### src/tbuuid_pkg.sv
// ----------------------------------------------------------------------------
// Time-based UUID generator package
// Shared widths, constants and item types for the UUID generator.
// ----------------------------------------------------------------------------
package tbuuid_pkg;

    localparam int SEC_W   = 36;
    localparam int USEC_W  = 20;
    localparam int RCLK_W  = 14;
    localparam int NODE_W  = 48;
    localparam int TICK_W  = 60;
    localparam int SEQ_W   = 4;
    localparam int CFG_IDX_W  = 8;
    localparam int CFG_DATA_W = 48;

    localparam int QUEUE_DEPTH = 2;

    localparam logic [SEQ_W-1:0]   TICK_LIMIT      = 4'd10;
    localparam logic [USEC_W-1:0]  MICROS_PER_SEC  = 20'd1000000;
    localparam logic [TICK_W-1:0]  EPOCH_OFFSET    = 60'd122192928000000000;
    localparam logic [NODE_W-1:0]  MAC_RESET       = 48'h010000000000;
    localparam int                 NODE_MCAST_BIT  = 40;
    localparam int                 NODE_LOCAL_BIT  = 41;
    localparam logic [3:0]         UUID_VERSION    = 4'h1;
    localparam logic [1:0]         UUID_VARIANT    = 2'b10;

    localparam logic [CFG_IDX_W-1:0] CFG_FORCE_RANDOM_NODE = 8'd0;
    localparam logic [CFG_IDX_W-1:0] CFG_MAC_ADDRESS       = 8'd1;

    typedef struct packed {
        logic              force_random_node;
        logic [NODE_W-1:0] mac_address;
    } t_cfg;

    typedef struct packed {
        logic [SEC_W-1:0]  seconds;
        logic [USEC_W-1:0] micros;
        logic [RCLK_W-1:0] random_clock;
        logic [NODE_W-1:0] random_node;
        logic [TICK_W-1:0] tick_base;
    } t_item;

endpackage

### src/tbuuid_front.sv
// ----------------------------------------------------------------------------
// UUID generator front end
// Accepts an item and forms its tick count since 1582, before the
// tick sequence is added, then hands it to the queue.
// ----------------------------------------------------------------------------
module tbuuid_front (
    input  logic                          i_clk,
    input  logic                          i_rst_n,
    input  logic                          i_valid,
    output logic                          o_stall,
    input  logic [tbuuid_pkg::SEC_W-1:0]  i_time_seconds,
    input  logic [tbuuid_pkg::USEC_W-1:0] i_time_micros,
    input  logic [tbuuid_pkg::RCLK_W-1:0] i_random_clock,
    input  logic [tbuuid_pkg::NODE_W-1:0] i_random_node,
    output logic                          o_push,
    output tbuuid_pkg::t_item             o_item,
    input  logic                          i_full
);

    localparam logic [1:0] ST_IDLE = 2'd0;
    localparam logic [1:0] ST_MUL  = 2'd1;
    localparam logic [1:0] ST_SUM  = 2'd2;
    localparam logic [1:0] ST_FIN  = 2'd3;

    localparam int HALF   = tbuuid_pkg::SEC_W / 2;
    localparam int PROD_W = HALF + tbuuid_pkg::USEC_W;
    localparam int SUM_W  = tbuuid_pkg::SEC_W + tbuuid_pkg::USEC_W;

    logic [1:0]                    r_state, n_state;
    logic [tbuuid_pkg::SEC_W-1:0]  r_sec;
    logic [tbuuid_pkg::USEC_W-1:0] r_usec;
    logic [tbuuid_pkg::RCLK_W-1:0] r_rclk;
    logic [tbuuid_pkg::NODE_W-1:0] r_rnode;
    logic [PROD_W-1:0]             r_p_hi, r_p_lo;
    logic [SUM_W-1:0]              r_sum;
    logic [tbuuid_pkg::TICK_W-1:0] w_sum_ext;
    logic [tbuuid_pkg::TICK_W-1:0] w_tick_base;

    assign o_stall = (r_state != ST_IDLE);

    assign w_sum_ext   = tbuuid_pkg::TICK_W'(r_sum);
    assign w_tick_base = (w_sum_ext << 3) + (w_sum_ext << 1) + tbuuid_pkg::EPOCH_OFFSET;

    assign o_push = (r_state == ST_FIN);
    assign o_item = '{seconds:      r_sec,
                      micros:       r_usec,
                      random_clock: r_rclk,
                      random_node:  r_rnode,
                      tick_base:    w_tick_base};

    always_comb begin
        n_state = r_state;
        case (r_state)
            ST_IDLE: begin
                if (i_valid) begin
                    n_state = ST_MUL;
                end
            end
            ST_MUL: begin
                n_state = ST_SUM;
            end
            ST_SUM: begin
                n_state = ST_FIN;
            end
            ST_FIN: begin
                if (!i_full) begin
                    n_state = ST_IDLE;
                end
            end
            default: begin
                n_state = ST_IDLE;
            end
        endcase
    end

    always_ff @(posedge i_clk) begin
        if (!i_rst_n) begin
            r_state <= ST_IDLE;
        end else begin
            r_state <= n_state;
        end
    end

    always_ff @(posedge i_clk) begin
        if (r_state == ST_IDLE && i_valid) begin
            r_sec   <= i_time_seconds;
            r_usec  <= i_time_micros;
            r_rclk  <= i_random_clock;
            r_rnode <= i_random_node;
        end
        if (r_state == ST_MUL) begin
            r_p_hi <= PROD_W'(r_sec[tbuuid_pkg::SEC_W-1:HALF]) *
                      PROD_W'(tbuuid_pkg::MICROS_PER_SEC);
            r_p_lo <= PROD_W'(r_sec[HALF-1:0]) * PROD_W'(tbuuid_pkg::MICROS_PER_SEC);
        end
        if (r_state == ST_SUM) begin
            r_sum <= (SUM_W'(r_p_hi) << HALF) + SUM_W'(r_p_lo) + SUM_W'(r_usec);
        end
    end

endmodule

### src/tbuuid_queue.sv
// ----------------------------------------------------------------------------
// UUID generator queue
// Short first-in first-out buffer of items between front and back end.
// ----------------------------------------------------------------------------
module tbuuid_queue (
    input  logic              i_clk,
    input  logic              i_rst_n,
    input  logic              i_push,
    input  tbuuid_pkg::t_item i_item,
    output logic              o_full,
    input  logic              i_pop,
    output logic              o_valid,
    output tbuuid_pkg::t_item o_item
);

    localparam int DEPTH = tbuuid_pkg::QUEUE_DEPTH;
    localparam int AW    = (DEPTH > 1) ? $clog2(DEPTH) : 1;
    localparam int CW    = $clog2(DEPTH + 1);

    tbuuid_pkg::t_item r_mem [DEPTH];
    logic [AW-1:0]     r_wr_ptr, r_rd_ptr;
    logic [CW-1:0]     r_count;
    logic              w_wr, w_rd;

    assign o_full  = (r_count == CW'(DEPTH));
    assign o_valid = (r_count != '0);
    assign o_item  = r_mem[r_rd_ptr];
    assign w_wr    = i_push && !o_full;
    assign w_rd    = i_pop && o_valid;

    always_ff @(posedge i_clk) begin
        if (w_wr) begin
            r_mem[r_wr_ptr] <= i_item;
        end
    end

    always_ff @(posedge i_clk) begin
        if (!i_rst_n) begin
            r_wr_ptr <= '0;
            r_rd_ptr <= '0;
            r_count  <= '0;
        end else begin
            if (w_wr) begin
                r_wr_ptr <= (r_wr_ptr == AW'(DEPTH - 1)) ? '0 : r_wr_ptr + 1'b1;
            end
            if (w_rd) begin
                r_rd_ptr <= (r_rd_ptr == AW'(DEPTH - 1)) ? '0 : r_rd_ptr + 1'b1;
            end
            if (w_wr && !w_rd) begin
                r_count <= r_count + 1'b1;
            end else if (w_rd && !w_wr) begin
                r_count <= r_count - 1'b1;
            end
        end
    end

endmodule

### src/tbuuid_back.sv
// ----------------------------------------------------------------------------
// UUID generator back end
// Keeps the time, tick and clock sequence state, builds the UUID and
// holds it in the output register until it is taken.
// ----------------------------------------------------------------------------
module tbuuid_back (
    input  logic                          i_clk,
    input  logic                          i_rst_n,
    input  tbuuid_pkg::t_cfg              i_cfg,
    input  logic                          i_q_valid,
    input  tbuuid_pkg::t_item             i_item,
    output logic                          o_pop,
    output logic                          o_valid,
    input  logic                          i_stall,
    output logic                          o_status,
    output logic [63:0]                   o_uuid_upper,
    output logic [63:0]                   o_uuid_lower
);

    logic [tbuuid_pkg::SEC_W-1:0]  r_prev_sec;
    logic [tbuuid_pkg::USEC_W-1:0] r_prev_usec;
    logic [tbuuid_pkg::SEQ_W-1:0]  r_tick_seq;
    logic [tbuuid_pkg::RCLK_W-1:0] r_clk_seq;
    logic                          r_out_valid;
    logic                          r_status;
    logic [63:0]                   r_upper, r_lower;

    logic                          w_same, w_back, w_exhausted, w_rand_node;
    logic [tbuuid_pkg::SEQ_W-1:0]  w_tick;
    logic [tbuuid_pkg::TICK_W-1:0] w_t;
    logic [tbuuid_pkg::RCLK_W-1:0] w_clk_seq;
    logic [tbuuid_pkg::NODE_W-1:0] w_node;

    assign o_pop        = i_q_valid && (!r_out_valid || !i_stall);
    assign o_valid      = r_out_valid;
    assign o_status     = r_status;
    assign o_uuid_upper = r_upper;
    assign o_uuid_lower = r_lower;

    always_comb begin
        w_same = (i_item.seconds == r_prev_sec) && (i_item.micros == r_prev_usec);
        w_back = (i_item.seconds < r_prev_sec) ||
                 ((i_item.seconds == r_prev_sec) && (i_item.micros < r_prev_usec));
        w_exhausted = w_same && (r_tick_seq >= tbuuid_pkg::TICK_LIMIT);
        w_tick = w_same ? r_tick_seq + 1'b1 : '0;
        w_t    = i_item.tick_base + tbuuid_pkg::TICK_W'(w_tick);
        w_clk_seq = ((r_clk_seq == '0) || w_back) ? i_item.random_clock
                                                  : r_clk_seq + 1'b1;
        w_rand_node = i_cfg.force_random_node ||
                      i_cfg.mac_address[tbuuid_pkg::NODE_MCAST_BIT];
        w_node = i_cfg.mac_address;
        if (w_rand_node) begin
            w_node = i_item.random_node;
            w_node[tbuuid_pkg::NODE_MCAST_BIT] = 1'b1;
            w_node[tbuuid_pkg::NODE_LOCAL_BIT] = 1'b1;
        end
    end

    always_ff @(posedge i_clk) begin
        if (!i_rst_n) begin
            r_out_valid <= 1'b0;
            r_prev_sec  <= '0;
            r_prev_usec <= '0;
            r_tick_seq  <= '0;
            r_clk_seq   <= '0;
        end else begin
            if (o_pop) begin
                r_out_valid <= 1'b1;
            end else if (!i_stall) begin
                r_out_valid <= 1'b0;
            end
            if (o_pop && !w_exhausted) begin
                r_prev_sec  <= i_item.seconds;
                r_prev_usec <= i_item.micros;
                r_tick_seq  <= w_tick;
                r_clk_seq   <= w_clk_seq;
            end
        end
    end

    always_ff @(posedge i_clk) begin
        if (o_pop) begin
            if (w_exhausted) begin
                r_status <= 1'b1;
                r_upper  <= '0;
                r_lower  <= '0;
            end else begin
                r_status <= 1'b0;
                r_upper  <= {w_t[31:0], w_t[47:32], tbuuid_pkg::UUID_VERSION, w_t[59:48]};
                r_lower  <= {tbuuid_pkg::UUID_VARIANT, w_clk_seq[13:8], w_clk_seq[7:0],
                             w_node};
            end
        end
    end

endmodule

### src/time_based_uuid_generator_unit.sv
// ----------------------------------------------------------------------------
// Time-based UUID generator
// Produces version 1 UUIDs from the current time, a clock sequence and
// a node that is either the MAC address or a random multicast node.
// ----------------------------------------------------------------------------
// An item passes through the front end's multiply, sum and scale states, the
// queue and the output register; the input takes no new item until the front
// end is done with the last. A two-entry queue sits before the back end,
// which retires one item per cycle into the output register when not stalled.
// Reset clears the time, tick and clock sequence state and the control registers, not the data registers.
// ----------------------------------------------------------------------------
module time_based_uuid_generator_unit (
    input  logic                              i_clk,
    input  logic                              i_rst_n,
    input  logic                              i_valid,
    output logic                              o_stall,
    input  logic [tbuuid_pkg::SEC_W-1:0]      i_time_seconds,
    input  logic [tbuuid_pkg::USEC_W-1:0]     i_time_micros,
    input  logic [tbuuid_pkg::RCLK_W-1:0]     i_random_clock,
    input  logic [tbuuid_pkg::NODE_W-1:0]     i_random_node,
    output logic                              o_valid,
    input  logic                              i_stall,
    output logic                              o_status,
    output logic [63:0]                       o_uuid_upper,
    output logic [63:0]                       o_uuid_lower,
    input  logic                              i_cfg_valid,
    output logic                              o_cfg_ready,
    input  logic [tbuuid_pkg::CFG_IDX_W-1:0]  i_cfg_index,
    input  logic [tbuuid_pkg::CFG_DATA_W-1:0] i_cfg_data
);

    tbuuid_pkg::t_cfg  r_cfg;
    tbuuid_pkg::t_item w_push_item, w_pop_item;
    logic              w_push, w_full, w_pop, w_q_valid;

    assign o_cfg_ready = 1'b1;

    always_ff @(posedge i_clk) begin
        if (!i_rst_n) begin
            r_cfg.force_random_node <= 1'b0;
            r_cfg.mac_address       <= tbuuid_pkg::MAC_RESET;
        end else if (i_cfg_valid && o_cfg_ready) begin
            case (i_cfg_index)
                tbuuid_pkg::CFG_FORCE_RANDOM_NODE: begin
                    r_cfg.force_random_node <= i_cfg_data[0];
                end
                tbuuid_pkg::CFG_MAC_ADDRESS: begin
                    r_cfg.mac_address <= i_cfg_data[tbuuid_pkg::NODE_W-1:0];
                end
                default: begin
                end
            endcase
        end
    end

    tbuuid_front u_front (
        .i_clk          (i_clk),
        .i_rst_n        (i_rst_n),
        .i_valid        (i_valid),
        .o_stall        (o_stall),
        .i_time_seconds (i_time_seconds),
        .i_time_micros  (i_time_micros),
        .i_random_clock (i_random_clock),
        .i_random_node  (i_random_node),
        .o_push         (w_push),
        .o_item         (w_push_item),
        .i_full         (w_full)
    );

    tbuuid_queue u_queue (
        .i_clk   (i_clk),
        .i_rst_n (i_rst_n),
        .i_push  (w_push),
        .i_item  (w_push_item),
        .o_full  (w_full),
        .i_pop   (w_pop),
        .o_valid (w_q_valid),
        .o_item  (w_pop_item)
    );

    tbuuid_back u_back (
        .i_clk        (i_clk),
        .i_rst_n      (i_rst_n),
        .i_cfg        (r_cfg),
        .i_q_valid    (w_q_valid),
        .i_item       (w_pop_item),
        .o_pop        (w_pop),
        .o_valid      (o_valid),
        .i_stall      (i_stall),
        .o_status     (o_status),
        .o_uuid_upper (o_uuid_upper),
        .o_uuid_lower (o_uuid_lower)
    );

endmodule
### config.mk
export PLATFORM = sky130hd
export DESIGN_NAME = time_based_uuid_generator_unit
export DESIGN_NICKNAME = d
export VERILOG_FILES = /design/src/tbuuid_pkg.sv /design/src/tbuuid_front.sv /design/src/tbuuid_queue.sv /design/src/tbuuid_back.sv /design/src/time_based_uuid_generator_unit.sv
export SDC_FILE = /design/constraint.sdc
export NUM_CORES = 2
export LEC_CHECK = 0
export ABC_CLOCK_PERIOD_IN_PS = 17900
export BUFFER_PORTS_ARGS = -buffer_cell sky130_fd_sc_hd__buf_2
export CAP_MARGIN = 30
export CORE_UTILIZATION = 42
export CTS_CLUSTER_DIAMETER = 120
export CTS_CLUSTER_SIZE = 16
export DETAILED_ROUTE_END_ITERATION = 8
export PLACE_DENSITY_LB_ADDON = 0.2
export SYNTH_ARGS = -nofsm -noshare
export SYNTH_HDL_FRONTEND = slang
export SYNTH_HIERARCHICAL = 1
export SYNTH_SLANG_ARGS = --single-unit
### constraint.sdc
create_clock -name i_clk -period 17.9 [get_ports i_clk]
set_input_delay 1.79 -clock i_clk [delete_from_list [all_inputs] [get_ports i_clk]]
set_output_delay 1.79 -clock i_clk [all_outputs]
set_load 0.01 [all_outputs]
After elaboration in Yosys (flattened, before gate mapping)
Memories as Yosys holds them, arrays and structs flattened. A register that Yosys moved wholly into a read port is not among the register bits.
Index checks and enable logic that the tools add are counted.

word-level totals
  logic and storage cells = 98
  RAM bits = 356
  output and inout port bits = 132
  memories = 1
  bits in registers = 497

memories
  memory         words  width  read ports  clocked after Yosys merged registers in  write ports  RTL line            text
  u_queue.r_mem  2      178    1           1                                        1            tbuuid_queue.sv:20  tbuuid_pkg::t_item r_mem [DEPTH];

cells by class
  mux-type cells = 19
  reductions and logical operators = 29
  eq/ne operators = 10
  magnitude comparators = 3
  $mul = 2
  add/subtract/negate cells = 11

operators by type and width
  operator                count
  $mul 18x14->32 const B  2
  $mux 64                 1
  $add 59x57->60          1
  $add 60x4->60           1
  $add 60x57->60 const B  1
  $add 56x20->56          1
  $add 56x38->56          1
  $mux 48                 1
  $eq 36x36->1            1
  $lt 36x36->1            1
  $eq 20x20->1            1
  $lt 20x20->1            1
  $add 14x1->14 const B   1
  $logic_not 14->1        1
  $mux 14                 1
  $mux 13                 1
  $logic_and 1x1->1       10
  $mux 1                  9
  $eq 8x1->1 const B      1
  $logic_not 8->1         1
  $mux 2                  4
  $pmux 2 s4              1
  $eq 2x2->1 const B      3
  $logic_not 1->1         6
  13 further kinds        22

Depth between registers and ports, before layout
  word-level depth = 7
  depth in mapped cells = 23
  gate-level depth less buffers = 22

Hierarchy
The synthesis kept the hierarchy.

modules (own cells, without submodules)
  module                          cells an instance  instances  area each (um^2)
  tbuuid_front                    1939               1          21232.9
  tbuuid_queue                    579                1          13504.2
  tbuuid_back                     1170               1          10944.2
  time_based_uuid_generator_unit  217                1          1980.6

Worst setup path before layout
No wires, ideal clock.

  path type = input to register
  from = in i_stall
  to = reg u_queue.r_count[1]
  buffers on the path = 0
  library setup time = 0.070 ns
  stages = 6
  path slack = 8.117 ns
  arrival time = 9.713 ns
  cells stage by stage = a21boi_1 -> o21ai_1 -> ha_1 -> xor2_1 -> or3_1 -> a21boi_1

between the ends
  word-level cells in the longest chain between the ends = 7
  elaborated cells on any way between the ends = 9
  classes of those cells = 1 x mux; 8 x reduce/logical

RTL lines
  element                                      RTL line                              text
  start, declared                              time_based_uuid_generator_unit.sv:22  input logic i_stall,
  $logic_not 1->1 (*)                          tbuuid_back.sv:34                     assign o_pop = i_q_valid && (!r_out_valid || !i_stall);
  $logic_or 1x1->1 (*)                         tbuuid_back.sv:34
  $logic_and 1x1->1 (*)                        tbuuid_back.sv:34
  $logic_and 1x1->1 (*)                        tbuuid_queue.sv:29                    assign w_rd = i_pop && o_valid;
  $logic_not 1->1                              tbuuid_queue.sv:49                    if (w_wr && !w_rd) begin
  $logic_and 1x1->1                            tbuuid_queue.sv:49
  $mux 2 or $reduce_bool 2->1 (tied branches)  n/a
  end signal, assigned                         tbuuid_queue.sv:50                    r_count <= r_count + 1'b1;
  end signal, assigned                         tbuuid_queue.sv:52                    r_count <= r_count - 1'b1;
  end, declared                                tbuuid_queue.sv:22                    logic [CW-1:0] r_count;

Every way passes the cells marked *; elsewhere a longest branch is shown, timed or not.
A chain may end at the register's enable or synchronous reset.

Worst setup path in the final report
  from = reg u_front/r_sec[1] (netlist name)
  to = reg u_front.r_p_lo[37], data pin

between the ends
  word-level cells in the longest chain between the ends = 1

RTL lines
  element                 RTL line            text
  start, declared         tbuuid_front.sv:30  logic [tbuuid_pkg::SEC_W-1:0] r_sec;
  start signal, assigned  tbuuid_front.sv:86  r_sec <= i_time_seconds;
  $mul 18x14->32          tbuuid_front.sv:94  r_p_lo <= PROD_W'(r_sec[HALF-1:0]) * PROD_W'(tbuuid_pkg::MICROS_PER_SEC);
  end signal, assigned    tbuuid_front.sv:94
  end, declared           tbuuid_front.sv:34  logic [PROD_W-1:0] r_p_hi, r_p_lo;

No other way between the ends.

==> results.toml <==
[outcome]
status = "completed"

[finish]
final_common_cell = "edfxtp_1"
multi_input_comb_area_mm2 = 0.0213
area_growth_pct = 9.87
fin_nets = 4885
fill_cells = 10200
drive_gt1_share_pct = 15.2
regArea_mm2 = 0.0240
layout_common_cells = "edfxtp_1, ha_1, nand2_1"

[critical_path]
crit_top_cell = "fa_1"
critPathRequiredTime_ns = 18.30
path_cells = "inv_1, fa_1, inv_1, fa_1, fa_1, fa_1, ha_1, inv_1, fa_1, inv_1, ha_1, a21oi_1, o21ai_1, a2111oi_2, o21ai_0, o31ai_1, o211a_1, nor3_1, o2111ai_1, nand3_1"
crit_arrival_ns = 7.02
crit_path_end_kind = "flip-flop"
cp-start-kind = "flip-flop"
worstSetupPathType = "reg -> reg"
cp_top_family = "adder cells"
crit_slowest_cell = "edfxtp_1"
cp_num_buf_inv = 4
max_stage_delay_ns = 0.63
path_max_fanout = 9

[clocking]
cts_max_level = 2
clock-sinks = 843
cts_tree = "done"
cts_resized = 0
post-cts-setup-buffers = 0
cts_buffers = 59
cts_hold_buf = 0
cts_root_buffer = "clkbuf_16"
worstSkewPairLatency_ns = 0.71
clk_path_buf_depth = 3
cts.clk_slew.worst_paths_ns = 0.08

[timing]
grt_setup_unrepaired = "false"
setup_viol = 0
hold_viol_final = 0
fin_skew_ns = 0.0779
fmax_ghz = 0.151
relSlewSlack_pct = 37.8
fin_crit_ns = 6.62
tns_ns = 0
post-route-period-util_pct = 37.0
slew_violations = 0
tightestPinTransition_ns = 0.933

[synth]
syn_avg_cell_area_um2 = 12.2
syn_inst = 3897
synth_area_mm2 = 0.0475
ys_warn_count = 6

[global_route]
grt_max_degree = 139
grt_pass1_vias = 28000
grt_pass1_wl_um = 156000
antenna_found_initial = 1
track_usage_pct = 17.0
overflow = 0

[detailed_routing]
post-route-drc-count = 0
drt_pass1_iterations = 7
drt_iter0_markers = 1654
avgRoutedWirePerCell_um = 17.3
vias_per_cell = 5.02
wl_um = 98400
detail-route-antenna-nets = 0
vias = 28600

[floorplanning]
initial_utilization_pct = 42.6
dieArea_mm2 = 0.114
die-height_um = 338
rows = 122
die_width_um = 338
ioPinCount = 311
core_mm2 = 0.111

[placed_design]
gp_congestion = 0.846
io_buffers = 303
hpwlAfterDp_um = 70900

[flow_run]
cap_violations = 0

[min_path]
hp-class = "reg -> reg"
-- stage by stage --
step | cells | hold slack, ns | setup slack, ns | cell area (um^2) | util (%)
2_1_floorplan | 3900 | 0.421 | 8.12 | 47500 | -
3_3_place_gp | 5568 | 0.422 | 11.29 | 50200 | 45.2
3_5_place_dp | 5572 | 0.430 | 11.30 | 50300 | 45.2
4_1_cts | 5683 | 0.418 | 11.22 | 52100 | 46.8
5_1_grt | 5683 | 0.436 | 10.84 | 52100 | 46.8
6_report | 5688 | 0.420 | 11.28 | 52100 | 46.9
-- routing by layer --
| layer | GRT usage (%) | up-vias | routed length (um) |
|---|---|---|---|
| li1 | - | 14400 | - |
| met1 | 23.0 | 13600 | 46200 |
| met2 | 28.9 | 484 | 46700 |
| met3 | 2.23 | 92 | 3760 |
| met4 | 3.48 | 0 | 1720 |
| met5 | 0 | - | 0 |
-- sequential cells by signal, summed over array words and instances, names as in the netlist, 2 cells and up, named ones only --
| register | flops |
|---|---|
| u_queue/r_mem | 352 |
| u_back/o_uuid_lower | 63 |
| u_back/o_uuid_upper | 60 |
| u_front/r_sum | 56 |
| r_cfg | 49 |
| u_front/r_rnode | 46 |
| u_back/r_prev_sec | 36 |
| u_front/r_sec | 36 |
| u_front/r_p_hi | 32 |
| u_front/r_p_lo | 32 |
| u_back/r_prev_usec | 20 |
| u_front/r_usec | 20 |
| u_back/r_clk_seq | 14 |
| u_front/r_rclk | 14 |
| u_back/r_tick_seq | 4 |
| u_front/r_state | 2 |
| u_queue/r_count | 2 |
-- worst paths after layout --
| path | start | to | slack (ns) | cells past startpoint |
|---|---|---|---|---|
| hold reg to reg | u_front/r_rnode[0] | u_queue/r_mem[0][60] | 0.42 | 0 |
| setup reg to reg | u_front/r_sec[1] | u_front/r_p_lo[37] | 11.28 | 20 |
| setup / recovery | u_front/r_sec[1] | u_front/r_p_lo[37] | 11.28 | 20 |
| hold / removal | u_front/r_rnode[0] | u_queue/r_mem[0][60] | 0.42 | 0 |
-- cell type report --
| type | instances | share of cell area, % |
|---|---|---|
| diodes | 5 | 0.0240 |
| inverters | 378 | 2.73 |
| clock buffers | 107 | 3.26 |
| multi-input cells | 2536 | 40.8 |
| flip-flops and latches | 843 | 46.0 |
| repair buffers | 327 | 3.41 |
| well taps | 1488 | 3.57 |
| clock inverters | 4 | 0.185 |
Power is left out: the tool's default activity adds up to more than one toggle a clock period on the data nets, which glitch-free logic cannot reach.
